===== src/rtl/cda_pkg.sv =====
package cda_pkg;

    localparam int YEAR_BITS_DEF   = 16;
    localparam int AMOUNT_BITS_DEF = 16;

    localparam int YEAR_W   = 16;
    localparam int MONTH_W  = 4;
    localparam int DAY_W    = 5;
    localparam int AMOUNT_W = 16;

    localparam int DIV_W = 33;
    localparam int SUM_W = DIV_W + 1;
    localparam int MOD_W = 9;

    localparam int MUL_W       = 32;
    localparam int PROD_W      = 2 * MUL_W;
    localparam int RECIP_SHIFT = 33;
    localparam int QUO_W       = PROD_W - RECIP_SHIFT;
    localparam int MONTH_SHIFT = 2;
    localparam int CYCLE_SHIFT = 4;

    // Quotients come from a multiply by the rounded-up reciprocal of 3 or 25,
    // taking the product bits above RECIP_SHIFT.
    localparam logic [MUL_W-1:0] RECIP_MONTHS = 32'hAAAA_AAAB;
    localparam logic [MUL_W-1:0] RECIP_CYCLE  = 32'd343597384;

    localparam int YEAR_CYCLE      = 400;
    localparam int CYCLE_ODD       = YEAR_CYCLE >> CYCLE_SHIFT;
    localparam int CENTURY         = 100;
    localparam int MONTHS_PER_YEAR = 12;
    localparam int FEB_LEAP_DAYS   = 29;
    localparam int LAST_DAY        = 31;

    localparam int RESET_YEAR  = 2012;
    localparam int RESET_MONTH = 7;
    localparam int RESET_DAY   = 12;

    typedef enum logic [1:0] {
        OP_SET        = 2'd0,
        OP_ADD_DAYS   = 2'd1,
        OP_ADD_MONTHS = 2'd2,
        OP_ADD_YEARS  = 2'd3
    } op_t;

    typedef logic [DAY_W-1:0] month_days_t [MONTHS_PER_YEAR];

    localparam month_days_t MONTH_DAYS = '{
        5'd31, 5'd28, 5'd31, 5'd30, 5'd31, 5'd30,
        5'd31, 5'd31, 5'd30, 5'd31, 5'd30, 5'd31
    };

    typedef struct packed {
        logic latch;
        logic set_apply;
        logic day_step;
        logic div_load;
        logic div_mul;
        logic month_apply;
        logic year_apply;
        logic mod_mul;
        logic mod_apply;
        logic clamp;
    } cda_cmd_t;

    typedef struct packed {
        op_t  op;
        logic day_fin;
    } cda_status_t;

    function automatic logic [DAY_W-1:0] month_length(logic [MONTH_W-1:0] month,
                                                      logic leap);
        logic [DAY_W-1:0] len;
        if (month < 4'd1 || month > 4'd12) begin
            len = MONTH_DAYS[0];
        end else begin
            len = MONTH_DAYS[month - 4'd1];
        end
        if (month == 4'd2 && leap) begin
            len = DAY_W'(FEB_LEAP_DAYS);
        end
        return len;
    endfunction

endpackage


===== src/rtl/cda_ctrl.sv =====
module cda_ctrl
    import cda_pkg::*;
(
    input  logic        clk,
    input  logic        rst_n,
    input  logic        start,
    input  cda_status_t status,
    output cda_cmd_t    cmd,
    output logic        busy,
    output logic        done
);

    typedef enum logic [3:0] {
        S_IDLE,
        S_DISPATCH,
        S_SET,
        S_DAYS,
        S_DIV_LOAD,
        S_DIV_RUN,
        S_MONTH,
        S_YEAR,
        S_MOD_LOAD,
        S_MOD_RUN,
        S_CLAMP,
        S_DONE
    } state_t;

    state_t state_reg;
    state_t state_next;
    logic   busy_reg;
    logic   done_reg;

    always_comb
    begin
        state_next = state_reg;
        unique case (state_reg)
            S_IDLE:
            begin
                if (start) begin
                    state_next = S_DISPATCH;
                end
            end
            S_DISPATCH:
            begin
                unique case (status.op)
                    OP_SET:        state_next = S_SET;
                    OP_ADD_DAYS:   state_next = S_DAYS;
                    OP_ADD_MONTHS: state_next = S_DIV_LOAD;
                    OP_ADD_YEARS:  state_next = S_YEAR;
                    default:       state_next = S_SET;
                endcase
            end
            S_SET:      state_next = S_MOD_LOAD;
            S_DAYS:
            begin
                if (status.day_fin) begin
                    state_next = S_MOD_LOAD;
                end
            end
            S_DIV_LOAD: state_next = S_DIV_RUN;
            S_DIV_RUN:  state_next = S_MONTH;
            S_MONTH:    state_next = S_MOD_LOAD;
            S_YEAR:     state_next = S_MOD_LOAD;
            S_MOD_LOAD: state_next = S_MOD_RUN;
            S_MOD_RUN:  state_next = S_CLAMP;
            S_CLAMP:    state_next = S_DONE;
            S_DONE:     state_next = S_IDLE;
            default:    state_next = S_IDLE;
        endcase
    end

    always_ff @(posedge clk or negedge rst_n)
    begin
        if (!rst_n) begin
            state_reg <= S_IDLE;
            busy_reg  <= 1'b0;
            done_reg  <= 1'b0;
        end else begin
            state_reg <= state_next;
            busy_reg  <= (state_next != S_IDLE);
            done_reg  <= (state_next == S_DONE);
        end
    end

    always_comb
    begin
        cmd             = '0;
        cmd.latch       = (state_reg == S_IDLE);
        cmd.set_apply   = (state_reg == S_SET);
        cmd.day_step    = (state_reg == S_DAYS);
        cmd.div_load    = (state_reg == S_DIV_LOAD);
        cmd.div_mul     = (state_reg == S_DIV_RUN);
        cmd.month_apply = (state_reg == S_MONTH);
        cmd.year_apply  = (state_reg == S_YEAR);
        cmd.mod_mul     = (state_reg == S_MOD_LOAD);
        cmd.mod_apply   = (state_reg == S_MOD_RUN);
        cmd.clamp       = (state_reg == S_CLAMP);
    end

    assign busy = busy_reg;
    assign done = done_reg;

endmodule


===== src/rtl/cda_datapath.sv =====
module cda_datapath
    import cda_pkg::*;
#(
    parameter int YEAR_BITS   = YEAR_BITS_DEF,
    parameter int AMOUNT_BITS = AMOUNT_BITS_DEF
)
(
    input  logic                clk,
    input  logic                rst_n,
    input  cda_cmd_t            cmd,
    output cda_status_t         status,
    input  logic [1:0]          operation,
    input  logic [YEAR_W-1:0]   year_value,
    input  logic [MONTH_W-1:0]  month_value,
    input  logic [DAY_W-1:0]    day_value,
    input  logic [AMOUNT_W-1:0] amount,
    output logic [YEAR_W-1:0]   year_out,
    output logic [MONTH_W-1:0]  month_out,
    output logic [DAY_W-1:0]    day_out,
    output logic                year_overflow
);

    localparam logic [YEAR_BITS-1:0] YEAR_MAX = '1;

    op_t                    op_reg;
    logic [YEAR_W-1:0]      yv_reg;
    logic [MONTH_W-1:0]     mv_reg;
    logic [DAY_W-1:0]       dv_reg;
    logic [AMOUNT_BITS-1:0] amt_reg;
    logic [YEAR_BITS-1:0]   year_reg;
    logic [MONTH_W-1:0]     month_reg;
    logic [DAY_W-1:0]       day_reg;
    logic                   ovf_reg;
    logic [MOD_W-1:0]       ymod_reg;
    logic [DIV_W-1:0]       div_reg;
    logic [QUO_W-1:0]       quo_reg;

    logic [31:0]            amount_wide;
    logic [31:0]            yv_wide;
    logic [31:0]            year_wide;
    logic                   leap;
    logic [DAY_W-1:0]       len;
    logic [AMOUNT_BITS:0]   day_sum;
    logic                   fits;
    logic                   at_end;
    logic [DAY_W-1:0]       step_days;
    logic [MOD_W-1:0]       ymod_inc;
    logic [MUL_W-1:0]       year_hi;
    logic [MUL_W-1:0]       mul_a;
    logic [MUL_W-1:0]       mul_b;
    logic [PROD_W-1:0]      mul_p;
    logic [DIV_W-1:0]       month_rem;
    logic [MUL_W-1:0]       cyc_rem;
    logic [SUM_W-1:0]       year_sum_month;
    logic [SUM_W-1:0]       year_sum_year;

    assign amount_wide = 32'(amount);
    assign yv_wide     = 32'(yv_reg);
    assign year_wide   = 32'(year_reg);

    assign leap = (year_reg[1:0] == 2'b00)
               && (ymod_reg != MOD_W'(CENTURY))
               && (ymod_reg != MOD_W'(2 * CENTURY))
               && (ymod_reg != MOD_W'(3 * CENTURY));
    assign len  = month_length(month_reg, leap);

    assign day_sum   = (AMOUNT_BITS + 1)'(day_reg) + (AMOUNT_BITS + 1)'(amt_reg);
    assign fits      = (day_sum <= (AMOUNT_BITS + 1)'(len));
    assign at_end    = (month_reg == MONTH_W'(MONTHS_PER_YEAR)) && (year_reg == YEAR_MAX);
    assign step_days = len - day_reg + DAY_W'(1);
    assign ymod_inc  = (ymod_reg == MOD_W'(YEAR_CYCLE - 1)) ? '0 : ymod_reg + MOD_W'(1);

    assign year_hi   = MUL_W'(year_reg >> CYCLE_SHIFT);
    assign mul_a     = cmd.mod_mul ? year_hi : MUL_W'(div_reg >> MONTH_SHIFT);
    assign mul_b     = cmd.mod_mul ? RECIP_CYCLE : RECIP_MONTHS;
    assign mul_p     = PROD_W'(mul_a) * PROD_W'(mul_b);
    assign month_rem = div_reg - DIV_W'(quo_reg) * DIV_W'(MONTHS_PER_YEAR);
    assign cyc_rem   = year_hi - MUL_W'(quo_reg) * MUL_W'(CYCLE_ODD);

    assign year_sum_month = SUM_W'(year_reg) + SUM_W'(quo_reg);
    assign year_sum_year  = SUM_W'(year_reg) + SUM_W'(amt_reg);

    always_ff @(posedge clk or negedge rst_n)
    begin
        if (!rst_n) begin
            year_reg  <= YEAR_BITS'(RESET_YEAR);
            month_reg <= MONTH_W'(RESET_MONTH);
            day_reg   <= DAY_W'(RESET_DAY);
            ymod_reg  <= MOD_W'(RESET_YEAR % YEAR_CYCLE);
            ovf_reg   <= 1'b0;
        end else begin
            if (cmd.latch) begin
                ovf_reg <= 1'b0;
            end
            if (cmd.set_apply) begin
                if (yv_wide > 32'(YEAR_MAX)) begin
                    year_reg <= YEAR_MAX;
                    ovf_reg  <= 1'b1;
                end else begin
                    year_reg <= yv_wide[YEAR_BITS-1:0];
                end
                if (mv_reg < MONTH_W'(1)) begin
                    month_reg <= MONTH_W'(1);
                end else if (mv_reg > MONTH_W'(MONTHS_PER_YEAR)) begin
                    month_reg <= MONTH_W'(MONTHS_PER_YEAR);
                end else begin
                    month_reg <= mv_reg;
                end
                day_reg <= dv_reg;
            end
            if (cmd.day_step) begin
                if (fits) begin
                    day_reg <= day_sum[DAY_W-1:0];
                end else if (at_end) begin
                    year_reg  <= YEAR_MAX;
                    month_reg <= MONTH_W'(MONTHS_PER_YEAR);
                    day_reg   <= DAY_W'(LAST_DAY);
                    ovf_reg   <= 1'b1;
                end else begin
                    day_reg <= DAY_W'(1);
                    if (month_reg >= MONTH_W'(MONTHS_PER_YEAR)) begin
                        year_reg  <= year_reg + YEAR_BITS'(1);
                        month_reg <= MONTH_W'(1);
                        ymod_reg  <= ymod_inc;
                    end else begin
                        month_reg <= month_reg + MONTH_W'(1);
                    end
                end
            end
            if (cmd.month_apply) begin
                if (year_sum_month > SUM_W'(YEAR_MAX)) begin
                    year_reg  <= YEAR_MAX;
                    month_reg <= MONTH_W'(MONTHS_PER_YEAR);
                    day_reg   <= DAY_W'(LAST_DAY);
                    ovf_reg   <= 1'b1;
                end else begin
                    year_reg  <= year_sum_month[YEAR_BITS-1:0];
                    month_reg <= month_rem[MONTH_W-1:0] + MONTH_W'(1);
                end
            end
            if (cmd.year_apply) begin
                if (year_sum_year > SUM_W'(YEAR_MAX)) begin
                    year_reg  <= YEAR_MAX;
                    month_reg <= MONTH_W'(MONTHS_PER_YEAR);
                    day_reg   <= DAY_W'(LAST_DAY);
                    ovf_reg   <= 1'b1;
                end else begin
                    year_reg <= year_sum_year[YEAR_BITS-1:0];
                end
            end
            if (cmd.mod_apply) begin
                ymod_reg <= {cyc_rem[MOD_W-CYCLE_SHIFT-1:0], year_reg[CYCLE_SHIFT-1:0]};
            end
            if (cmd.clamp) begin
                if (day_reg < DAY_W'(1)) begin
                    day_reg <= DAY_W'(1);
                end else if (day_reg > len) begin
                    day_reg <= len;
                end
            end
        end
    end

    always_ff @(posedge clk)
    begin
        if (cmd.latch) begin
            op_reg  <= op_t'(operation);
            yv_reg  <= year_value;
            mv_reg  <= month_value;
            dv_reg  <= day_value;
            amt_reg <= amount_wide[AMOUNT_BITS-1:0];
        end else if (cmd.day_step && !fits && !at_end) begin
            amt_reg <= amt_reg - AMOUNT_BITS'(step_days);
        end
        if (cmd.div_load) begin
            div_reg <= DIV_W'(month_reg - MONTH_W'(1)) + DIV_W'(amt_reg);
        end
        if (cmd.div_mul || cmd.mod_mul) begin
            quo_reg <= mul_p[PROD_W-1:RECIP_SHIFT];
        end
    end

    assign status.op       = op_reg;
    assign status.day_fin  = fits || at_end;

    assign year_out      = year_wide[YEAR_W-1:0];
    assign month_out     = month_reg;
    assign day_out       = day_reg;
    assign year_overflow = ovf_reg;

endmodule


===== src/rtl/calendar_date_adder_unit.sv =====
// Channel  | Handshake        | Fields
// ---------+------------------+-----------------------------------------------------
// item in  | start, busy      | operation, year_value, month_value, day_value, amount
// item out | done (one cycle) | year_out, month_out, day_out, year_overflow
//
// An item is taken when start is high and busy is low; busy drops in the cycle after
// done. Each item passes through dispatch, its own states, then the year-modulo and
// clamp states: set for a set item, year for add-years, divide load, divide and month
// for add-months, and day steps, one per month crossed, until the days fit for add-days.
// The year remainder by 400 and the month quotient by 12 each come from a registered
// reciprocal multiply; a following state forms the remainder and applies the result.
// Reset loads year 2012, month 7 and day 12. The receiver cannot stall done.
module calendar_date_adder_unit
    import cda_pkg::*;
#(
    parameter int YEAR_BITS   = YEAR_BITS_DEF,
    parameter int AMOUNT_BITS = AMOUNT_BITS_DEF
)
(
    input  logic                clk,
    input  logic                rst_n,
    input  logic                start,
    output logic                busy,
    input  logic [1:0]          operation,
    input  logic [YEAR_W-1:0]   year_value,
    input  logic [MONTH_W-1:0]  month_value,
    input  logic [DAY_W-1:0]    day_value,
    input  logic [AMOUNT_W-1:0] amount,
    output logic                done,
    output logic [YEAR_W-1:0]   year_out,
    output logic [MONTH_W-1:0]  month_out,
    output logic [DAY_W-1:0]    day_out,
    output logic                year_overflow
);

    cda_cmd_t    cmd;
    cda_status_t status;

    cda_ctrl u_ctrl (
        .clk    (clk),
        .rst_n  (rst_n),
        .start  (start),
        .status (status),
        .cmd    (cmd),
        .busy   (busy),
        .done   (done)
    );

    cda_datapath #(
        .YEAR_BITS   (YEAR_BITS),
        .AMOUNT_BITS (AMOUNT_BITS)
    ) u_datapath (
        .clk           (clk),
        .rst_n         (rst_n),
        .cmd           (cmd),
        .status        (status),
        .operation     (operation),
        .year_value    (year_value),
        .month_value   (month_value),
        .day_value     (day_value),
        .amount        (amount),
        .year_out      (year_out),
        .month_out     (month_out),
        .day_out       (day_out),
        .year_overflow (year_overflow)
    );

endmodule

===== config.mk =====
export PLATFORM = sky130hd
export DESIGN_NAME = calendar_date_adder_unit
export DESIGN_NICKNAME = d
export VERILOG_FILES = /design/src/rtl/cda_pkg.sv /design/src/rtl/cda_ctrl.sv /design/src/rtl/cda_datapath.sv /design/src/rtl/calendar_date_adder_unit.sv
export SDC_FILE = /design/constraint.sdc
export NUM_CORES = 1
export LEC_CHECK = 0
export ABC_AREA = 1
export BUFFER_PORTS_ARGS = -buffer_cell sky130_fd_sc_hd__buf_2
export CORE_MARGIN = 1.5
export CORE_UTILIZATION = 30
export DETAILED_ROUTE_END_ITERATION = 12
export SYNTH_ARGS = -nofsm -noshare
export SYNTH_HDL_FRONTEND = slang
export SYNTH_SLANG_ARGS = --single-unit
export TNS_END_PERCENT = 5

===== constraint.sdc =====
create_clock -name clk -period 11.4 [get_ports clk]
set_clock_uncertainty 0.05 [all_clocks]
set_input_delay 1.71 -clock clk [delete_from_list [all_inputs] [get_ports clk]]
set_output_delay 1.71 -clock clk [all_outputs]
set_load 0.005 [all_outputs]

Yosys cells after proc, flatten, opt, wreduce, memory -nomap -nowiden
Memories as Yosys holds them, arrays and structs flattened.
Cells that the tools add are included.

word-level totals
  flip-flop bits (word level) = 148
  logic and storage cells = 151
  ROM bits = 80
  memories kept = 1
  input bits = 46

cells by class
  reductions and logical operators = 21
  multipliers = 3
  add/subtract/negate cells = 15
  $lt $le $gt $ge = 12
  muxes and demuxes = 60
  bitwise operators = 1
  eq/ne operators = 23

memories
  memory           depth  bits a word  read ports  clocked after memory_dff  write ports  line           RTL
  (no name shown)  16     5            1           0                         0            cda_pkg.sv:76  len = MONTH_DAYS[month - 4'd1];

operators with widths
  cell                                                                     number
  16-bit two-way mux                                                       12
  5-bit two-way mux                                                        15
  34-bit by 16-bit > comparator with 1-bit output (second input constant)  2
  32-bit by 32-bit multiplier with 64-bit output                           1
  9-bit two-way mux                                                        6
  4-bit two-way mux                                                        13
  4-bit case mux with 9 select lines                                       1
  33-bit by 16-bit adder with 33-bit output                                1
  16-bit by 31-bit adder with 32-bit output                                1
  32-bit two-way mux                                                       1
  31-bit by 2-bit multiplier with 2-bit output (second input constant)     1
  31-bit by 5-bit multiplier with 5-bit output (second input constant)     1
  31-bit two-way mux                                                       1
  4-bit equality test (second input constant)                              5
  16-bit by 16-bit adder with 17-bit output                                1
  5-bit by 16-bit adder with 17-bit output                                 1
  17-bit by 5-bit less-or-equal comparator with 1-bit output               1
  16-bit by 1-bit adder with 16-bit output (second input constant)         1
  16-bit equality test (second input constant)                             1
  4-bit by 3-bit equality test with 1-bit output (second input constant)   4
  16-bit > comparator (second input constant)                              1
  4-bit case mux with 4 select lines                                       1
  16-bit by 5-bit subtractor with 16-bit output                            1
  4-bit by 2-bit equality test with 1-bit output (second input constant)   3
  other kinds (32)                                                         59

Logic depth before layout (Yosys ltp)
Gate-level depths: netlist of run 1.

  depth after elaboration = 17
  depth in mapped cells = 38
  mapped depth without buffers = 37

Modules after synthesis
A second synthesis of run 1 with hierarchy kept.

unflattened totals
  cell total of the unflattened synthesis = 3,093
  area, all modules = 24,432.2 sq um

by module, submodules not included
  module        area an instance (sq um)  sequential area each (sq um)  times used  cells an instance
  cda_datapath  24,001.8                  3,627.2                       1           3,025
  cda_ctrl      430.4                     150.1                         1           68

Worst setup path before layout of run 1
No wires, ideal clock.

  kind = register to register
  start = reg u_ctrl.state_reg[1]
  end = reg u_datapath.quo_reg[23], data pin
  arrival time = 7.330 ns
  setup time = 0.258 ns
  buffers on the path = 2
  data required time = 11.092 ns
  clock period less this slack = 7.638 ns
  slack = 3.762 ns
  cell stages (with the launch flop) = 28
  cells stage by stage = dfrtp_1 -> nor2_1 -> nand2_1 -> clkinv_1 -> clkbuf_1 -> buf_1 -> nor2_1 -> ha_1 -> inv_1 -> fa_1 -> inv_1 -> fa_1 -> fa_1 -> fa_1 -> fa_1 -> fa_1 -> inv_1 -> fa_1 -> inv_1 -> ha_1 -> nand2_1 -> nor2_1 -> nand2_1 -> nor4_1 -> nand3_1 -> o211ai_1 -> a31oi_1 -> xnor2_1

between the ends
  cells in the longest elaborated chain, start to end = 3
  elaborated cells on any way between the ends = 4
  classes of those cells = 1 x mul; 1 x eq/ne; 2 x mux

RTL lines
  what                                                             line                                    RTL
  start, declared                                                  cda_ctrl.sv:28                          state_t state_reg;
  start signal, assigned                                           cda_ctrl.sv:79                          state_reg <= state_next;
  4-bit equality test (*)                                          cda_ctrl.sv:95                          cmd.mod_mul = (state_reg == S_MOD_LOAD);
  31-bit two-way mux / 32-bit two-way mux (equally long branches)  cda_datapath.sv:74, cda_datapath.sv:75
  32-bit by 32-bit multiplier with 64-bit output (*)               cda_datapath.sv:76                      assign mul_p = PROD_W'(mul_a) * PROD_W'(mul_b);
  net u_datapath.mul_p[56]                                         cda_datapath.sv:51                      logic [PROD_W-1:0] mul_p;
  end signal, assigned                                             cda_datapath.sv:179                     quo_reg <= mul_p[PROD_W-1:RECIP_SHIFT];
  end, declared                                                    cda_datapath.sv:36                      logic [QUO_W-1:0] quo_reg;

Mark *: on every way through the listed nets, which the timed path passes. The rest lies on a longest branch.
A chain may end at the register's enable or synchronous reset.

Worst setup path after layout of run 1
  start = reg u_ctrl.state_reg[3]
  end = reg u_datapath.quo_reg[9], data pin

The elaborated chain is that of the path after synthesis.

==> summary.txt, run 1 <==
Slew Viols, Final -> 0
placed insts -> 5,430
chip width -> 332.3 um
clk buf depth -> 2
# diodes -> 0
post-cts resize count -> 0
I/O Buffers -> 73
peak per-stage delay on the critical path -> 870 ps
core footprint -> 107,400 um^2
Max Fclk -> 108.6 MHz
Async SR Flop Fraction -> 27.70%
design area -> 35,340 um^2
CTS Hold Bufs -> 0
Antenna Nets Post-Route -> 0
Final Hold Viols -> 0
area delta synth->final -> 8.643%
DRC errors left -> 0
Synth Flop Type -> edfxtp_1
Vias/cell -> 4.784
Detailed Routing Iterations Pass 1 -> 6
Clock transition at path regs -> 80 ps
syn_area_per_cell -> 8.224 um^2
pin count of the biggest net entering global routing -> 49
Final TNS setup -> 0 ps
final worst path period share -> 80.76%
most frequent CP cell -> fa_1
commonest non-fill, non-tap cells in the layout -> 1,022 x inv_1, 630 x nand2_1, 499 x fa_1
Placed Area -> 34,680 um^2
root buffer cell -> clkbuf_16
GR Overflow Total -> 0
CTS tree -> done
Routed wire per std cell -> 19.17 um
H-tree Lvls -> 4
Max-Cap Viols -> 0
dpl hpwl -> 92,230 um
Syn Inst Count -> 3,955
slew of the pin with the lowest slew margin -> 1111 ps
most common cell after layout, fill and taps aside -> inv_1
CP max FO -> 18
vias in the first global route -> 26,388
Crit path arrival time -> 9410 ps
first-pass GRT wire length -> 160,400 um
fin cells -> 5,462
type of the worst setup path -> flop to flop
RSZ-0062 raised after global routing -> false
TritonCTS Sinks -> 148
critical path's slowest cell -> nor2_1
TritonCTS buffer count -> 17
Synth Area in XOR/XNOR -> 2.693%
share of cells above drive strength 1 -> 4.287%
status -> complete, no violations
nets@finish -> 5,046
cell row count -> 120
endpoints failing setup -> 0
startpoint class of the critical path -> flop
Worst slew margin -> 25.88%
Simple-Gate Fraction of Synth Area -> 15.88%
Critical Path RT -> 11,600 ps
GR Util All Layers -> 19.23%
Final Wtd Congestion -> 0.9952
min cycle time layout -> 9207 ps
Initial Util -> 30.30%
post-synthesis mux area share -> 0%
Setup Buffers After CTS -> 0
post-synthesis compound-gate area fraction -> 7.374%
Netlist cell types -> 60
Min-Delay Path Class -> flop to flop
Crit. End Element -> flop
Post-synth EDFFs -> 107
Warnings, synthesis -> 0
Iter 0 DRT Violations -> 1,869
worst skew pair latency -> 520 ps
#FFs+latches synth -> 148
fin util -> 32.92%
I/O Pins -> 74
main combinational cell family by area after synthesis -> adder cells
Mapped Area -> 32,530 um^2
sequential-to-total area share from yosys stat -> 13.09%
Via Count -> 26,132
Routed WL -> 104,700 um
Die Height -> 332.3 um
Post-Synth Adder-Cell Area -> 48.21%
Die ar. -> 110,400 um^2
max reg flops -> 33
initial antenna violation count -> 1
FF-to-FF setup slack -> 2190 ps
[worst max-delay path: cells and delay by family, from the launching register on]
| family | cells | cell delay [ps] |
|---|---|---|
| buffers and inverters | 7 | 1080 |
| xor gates and xnor gates | 1 | 280 |
| AOI/OAI and AO/OA | 6 | 1420 |
| DFF | 1 | 400 |
| adders and majority gates | 9 | 4610 |
| and+or+nand+nor | 4 | 1130 |
[metrics by stage]
step / hold WS, ps / worst slack [ps]
global placement: 463.5 / 2377
detailed placement: 463.5 / 2342
global route: 514.4 / 1848
finish: 478.1 / 2193
floorplan: 438.1 / 3762
CTS: 475.6 / 2292
[cell families after synthesis]
logic type	Yosys count
adders and majority gates	954
and+or+nand+nor	1224
AOI/OAI and AO/OA	430
xor gates and xnor gates	100
DFF	148
buffers and inverters	1097
other	2
[routing by layer]
layer | track usage, % | vias to the layer above | wire length (um)
met4 | 5.524 | 0 | 2922
met3 | 3.999 | 117 | 7706
met2 | 30.07 | 823 | 47280
met1 | 26.70 | 12840 | 46820
li1 | - | 12352 | -
met5 | 0 | - | 0
[cell usage after synthesis, types with 6 or more instances]
| library cell | n | area share, % |
|---|---|---|
| o211ai_1 | 7 | 0.16 |
| nor4_1 | 7 | 0.13 |
| a21boi_0 | 10 | 0.23 |
| a31oi_1 | 27 | 0.52 |
| o22ai_1 | 6 | 0.12 |
| xor2_1 | 64 | 1.7 |
| buf_2 | 8 | 0.12 |
| xnor2_1 | 36 | 0.97 |
| nor2_1 | 311 | 3.6 |
| dfrtp_1 | 26 | 2.0 |
| nand2_1 | 631 | 7.3 |
| o21ai_1 | 9 | 0.14 |
| nand3b_1 | 10 | 0.23 |
| a21oi_1 | 163 | 2.5 |
| fa_1 | 499 | 31 |
| o21a_1 | 16 | 0.37 |
| nor3_1 | 30 | 0.46 |
| nand3_1 | 149 | 2.3 |
| nor2_2 | 7 | 0.13 |
| inv_1 | 1022 | 12 |
| nand4_1 | 46 | 0.88 |
| o21ai_0 | 153 | 2.4 |
| clkbuf_1 | 53 | 0.61 |
| ha_1 | 455 | 18 |
| dfstp_2 | 15 | 1.2 |
| edfxtp_1 | 107 | 9.9 |
[cell type report]
type	instances	area (um^2)
clock inverters	15	235.2
flip-flops and latches	148	4258
clock buffers	17	425.4
fillers	11273	72010
well taps	1403	1755
inverters	1029	3862
repair buffers	82	432.9
multi-input cells	2768	24370
[worst paths after layout]
| check | startpoint | end | depth (start not counted) |
|---|---|---|---|
| worst max-delay path | u_ctrl.state_reg[3] | u_datapath.quo_reg[9] | 27 |
| max in group asynchronous | rst_n | u_datapath.year_out[12] | 1 |
| worst max register to register | u_ctrl.state_reg[3] | u_datapath.quo_reg[9] | 27 |
| worst min-delay path | u_datapath.ymod_reg[3] | u_datapath.ymod_reg[3] | 2 |
| worst min register to register | u_datapath.ymod_reg[3] | u_datapath.ymod_reg[3] | 2 |
| min in group asynchronous | rst_n | u_ctrl.done | 1 |
Power of run 1 is left out: the tool's default activity adds up to more than one toggle a clock period on the data nets, which glitch-free logic cannot reach.
==> run 2: changes to the inputs <==
--- a/config.mk
+++ b/config.mk
@@ -5,7 +5,7 @@
 export SDC_FILE = /design/constraint.sdc
 export NUM_CORES = 1
 export LEC_CHECK = 0
-export ABC_AREA = 1
+export ABC_AREA = 0
 export BUFFER_PORTS_ARGS = -buffer_cell sky130_fd_sc_hd__buf_2
 export CORE_MARGIN = 1.5
 export CORE_UTILIZATION = 30
==> constraint.sdc (replaced) <==
create_clock -name clk -period 8.2 [get_ports clk]
set_clock_uncertainty 0.05 [all_clocks]
set_input_delay 1.23 -clock clk [delete_from_list [all_inputs] [get_ports clk]]
set_output_delay 1.23 -clock clk [all_outputs]
set_load 0.005 [all_outputs]
==> summary.txt, run 2 <==
status -> finished, violations left (was complete, no violations)
failing checks -> setup timing
GR Overflow Total -> 0 (unchanged)
Critical Path RT -> 8350 ps (was 11,600 ps)
peak per-stage delay on the critical path -> 670 ps (was 870 ps)
H-tree Lvls -> 4 (unchanged)
Antenna Nets Post-Route -> 0 (unchanged)
pin count of the biggest net entering global routing -> 51 (was 49)
Synth area leaders -> fa_1 34%, ha_1 19%, edfxtp_1 11% (was fa_1 31%, ha_1 18%, inv_1 12%)
Die Height -> 317.5 um (was 332.3 um)
DRC errors left -> 0 (unchanged)
Mapped Area -> 29,670 um^2 (was 32,530 um^2)
min cycle time layout -> 8264 ps (was 9207 ps)
#FFs+latches synth -> 148 (unchanged)
Max Fclk -> 121.0 MHz (was 108.6 MHz)
initial antenna violation count -> 1 (unchanged)
chip width -> 317.5 um (was 332.3 um)
type of the worst setup path -> flop to flop (unchanged)
RSZ-0062 raised after global routing -> true (was false)
Max-Cap Viols -> 0 (unchanged)
main combinational cell family by area after synthesis -> adder cells (unchanged)
Synth Area in XOR/XNOR -> 3.483% (was 2.693%)
GR Util All Layers -> 17.90% (was 19.23%)
Post-synth top cells -> 774 x inv_1, 499 x fa_1, 455 x ha_1 (was 1,022 x inv_1, 631 x nand2_1, 499 x fa_1)
Netlist cell types -> 81 (was 60)
Post-synth EDFFs -> 107 (unchanged)
Die ar. -> 100,800 um^2 (was 110,400 um^2)
final worst slack -> -64.15 ps (was 2193 ps)
Final Wtd Congestion -> 0.9556 (was 0.9952)
CP max FO -> 5 (was 18)
core footprint -> 98,130 um^2 (was 107,400 um^2)
Initial Util -> 30.24% (was 30.30%)
Simple-Gate Fraction of Synth Area -> 8.387% (was 15.88%)
most repeated cell in the gate-level netlist after synthesis -> inv_1 (unchanged)
critical path's slowest cell -> or4b_4 (was nor2_1)
Min-Delay Path Class -> flop to flop (unchanged)
Final Hold Viols -> 0 (unchanged)
Iter 0 DRT Violations -> 1,491 (was 1,869)
sequential-to-total area share from yosys stat -> 14.35% (was 13.09%)
Final TNS setup -> -122.9 ps (was 0 ps)
Post-Synth Adder-Cell Area -> 52.85% (was 48.21%)
Detailed Routing Iterations Pass 1 -> 8 (was 6)
Crit. End Element -> flop (unchanged)
startpoint class of the critical path -> flop (unchanged)
TritonCTS Sinks -> 148 (unchanged)
syn_area_per_cell -> 9.745 um^2 (was 8.224 um^2)
post-synth top area share -> 33.67% (was 30.71%)
post-synthesis mux area share -> 0.4512% (was 0%)
Via Count -> 22,136 (was 26,132)
Vias/cell -> 4.744 (was 4.784)
cell row count -> 115 (was 120)
Routed wire per std cell -> 18.85 um (was 19.17 um)
TritonCTS buffer count -> 17 (unchanged)
Worst slew margin -> 29.11% (was 25.88%)
CTS Hold Bufs -> 0 (unchanged)
worst skew pair latency -> 460 ps (was 520 ps)
Clock transition at path regs -> 70 ps (was 80 ps)
Synth Flop Type -> edfxtp_1 (unchanged)
Warnings, synthesis -> 0 (unchanged)
I/O Buffers -> 73 (unchanged)
max reg flops -> 33 (unchanged)
vias in the first global route -> 23,202 (was 26,388)
Slew Viols, Final -> 0 (unchanged)
CTS tree -> done (unchanged)
Crit path arrival time -> 8410 ps (was 9410 ps)
first-pass GRT wire length -> 137,100 um (was 160,400 um)
dpl hpwl -> 77,250 um (was 92,230 um)
final worst path period share -> 100.8% (was 80.76%)
most frequent CP cell -> fa_1 (unchanged)
Syn Inst Count -> 3,045 (was 3,955)
clk buf depth -> 2 (unchanged)
slew of the pin with the lowest slew margin -> 1055 ps (was 1111 ps)
area delta synth->final -> 16.18% (was 8.643%)
Async SR Flop Fraction -> 27.70% (unchanged)
root buffer cell -> clkbuf_16 (unchanged)
post-synthesis compound-gate area fraction -> 9.589% (was 7.374%)
commonest non-fill, non-tap cells in the layout -> 767 x inv_1, 474 x fa_1, 438 x ha_1 (was 1,022 x inv_1, 630 x nand2_1, 499 x fa_1)
endpoints failing setup -> 3 (was 0)
most common cell after layout, fill and taps aside -> inv_1 (unchanged)
cell taking the most area after synthesis -> fa_1 (unchanged)
share of cells above drive strength 1 -> 14.18% (was 4.287%)
Routed WL -> 87,960 um (was 104,700 um)
I/O Pins -> 74 (unchanged)
nets@finish -> 4,365 (was 5,046)
run 2: repair_timing:
item,CTS,global route
resized for setup,54,54
buffers inserted,0,3
endpoints found under the setup margin,17,26
cloned,1,0
pin swaps,10,28
run 2: layout make-up:
cell class / count / area, um^2
fill: 10026 / 63660
multi-input combinational: 2105 / 22860
sequential: 148 / 4259
inverter: 775 / 2917
clock buffer: 19 / 442.9
timing repair buffer: 318 / 2237
clock inverter: 13 / 143.9
antenna: 1 / 2.502
tap: 1287 / 1610
run 2: metal layers:
| layer | vias to the layer above | track usage, % | part of all wire (%) |
|---|---|---|---|
| met4 | 0 | 5.566 | 3.2 |
| met1 | 10999 | 24.50 | 44 |
| met3 | 126 | 2.904 | 6.1 |
| met2 | 664 | 28.94 | 47 |
| li1 | 10347 | - | - |
| met5 | - | 0 | 0 |
run 2: cell families (layout without fill, tap and decap cells):
group | after synthesis | after routing
DFF | 148 | 148
other | 2 | 61
adders and majority gates | 954 | 954
buffers and inverters | 851 | 1125
AOI/OAI and AO/OA | 441 | 441
muxes | 13 | 13
xor gates and xnor gates | 118 | 118
and+or+nand+nor | 518 | 519
run 2: worst paths after layout:
check | startpoint | to | slack (ps) | cells past startpoint
max in group asynchronous | rst_n | u_ctrl.state_reg[0] | 6520 | 1
worst max-delay path | u_ctrl.state_reg[2] | u_datapath.quo_reg[30] | -60 | 30
worst min register to register | u_datapath.div_reg[0] | u_datapath.month_out[0] | 400 | 1
worst min-delay path | u_datapath.div_reg[0] | u_datapath.month_out[0] | 400 | 1
min in group asynchronous | rst_n | u_datapath.ymod_reg[0] | 870 | 1
worst max register to register | u_ctrl.state_reg[2] | u_datapath.quo_reg[30] | -60 | 30
run 2: through the flow:
stage / util (%) / cells / hold slack (ps) / setup WS, ps / instance area (um^2)
2_1_floorplan: - / 3103 / 362.3 / 49.27 / 29890
3_3_place_gp: 34.05 / 4629 / 395.7 / -145.2 / 33410
3_5_place_dp: 34.05 / 4629 / 390.2 / -208.8 / 33410
4_1_cts: 34.89 / 4662 / 400.0 / -78.82 / 34240
5_1_grt: 35.13 / 4666 / 435.1 / -292.2 / 34470
6_report: 35.13 / 4666 / 401.8 / -64.15 / 34470
run 2: critical path, delay by kind of cell, from the launching register on:
| family | cells | cell delay [ps] |
|---|---|---|
| fa+ha+maj | 9 | 4310 |
| compound gates | 5 | 940 |
| buf+inv | 8 | 620 |
| flops | 1 | 430 |
| simple gates | 7 | 1560 |
| xor+xnor | 1 | 90 |
Power of run 2 is left out for the same reason.
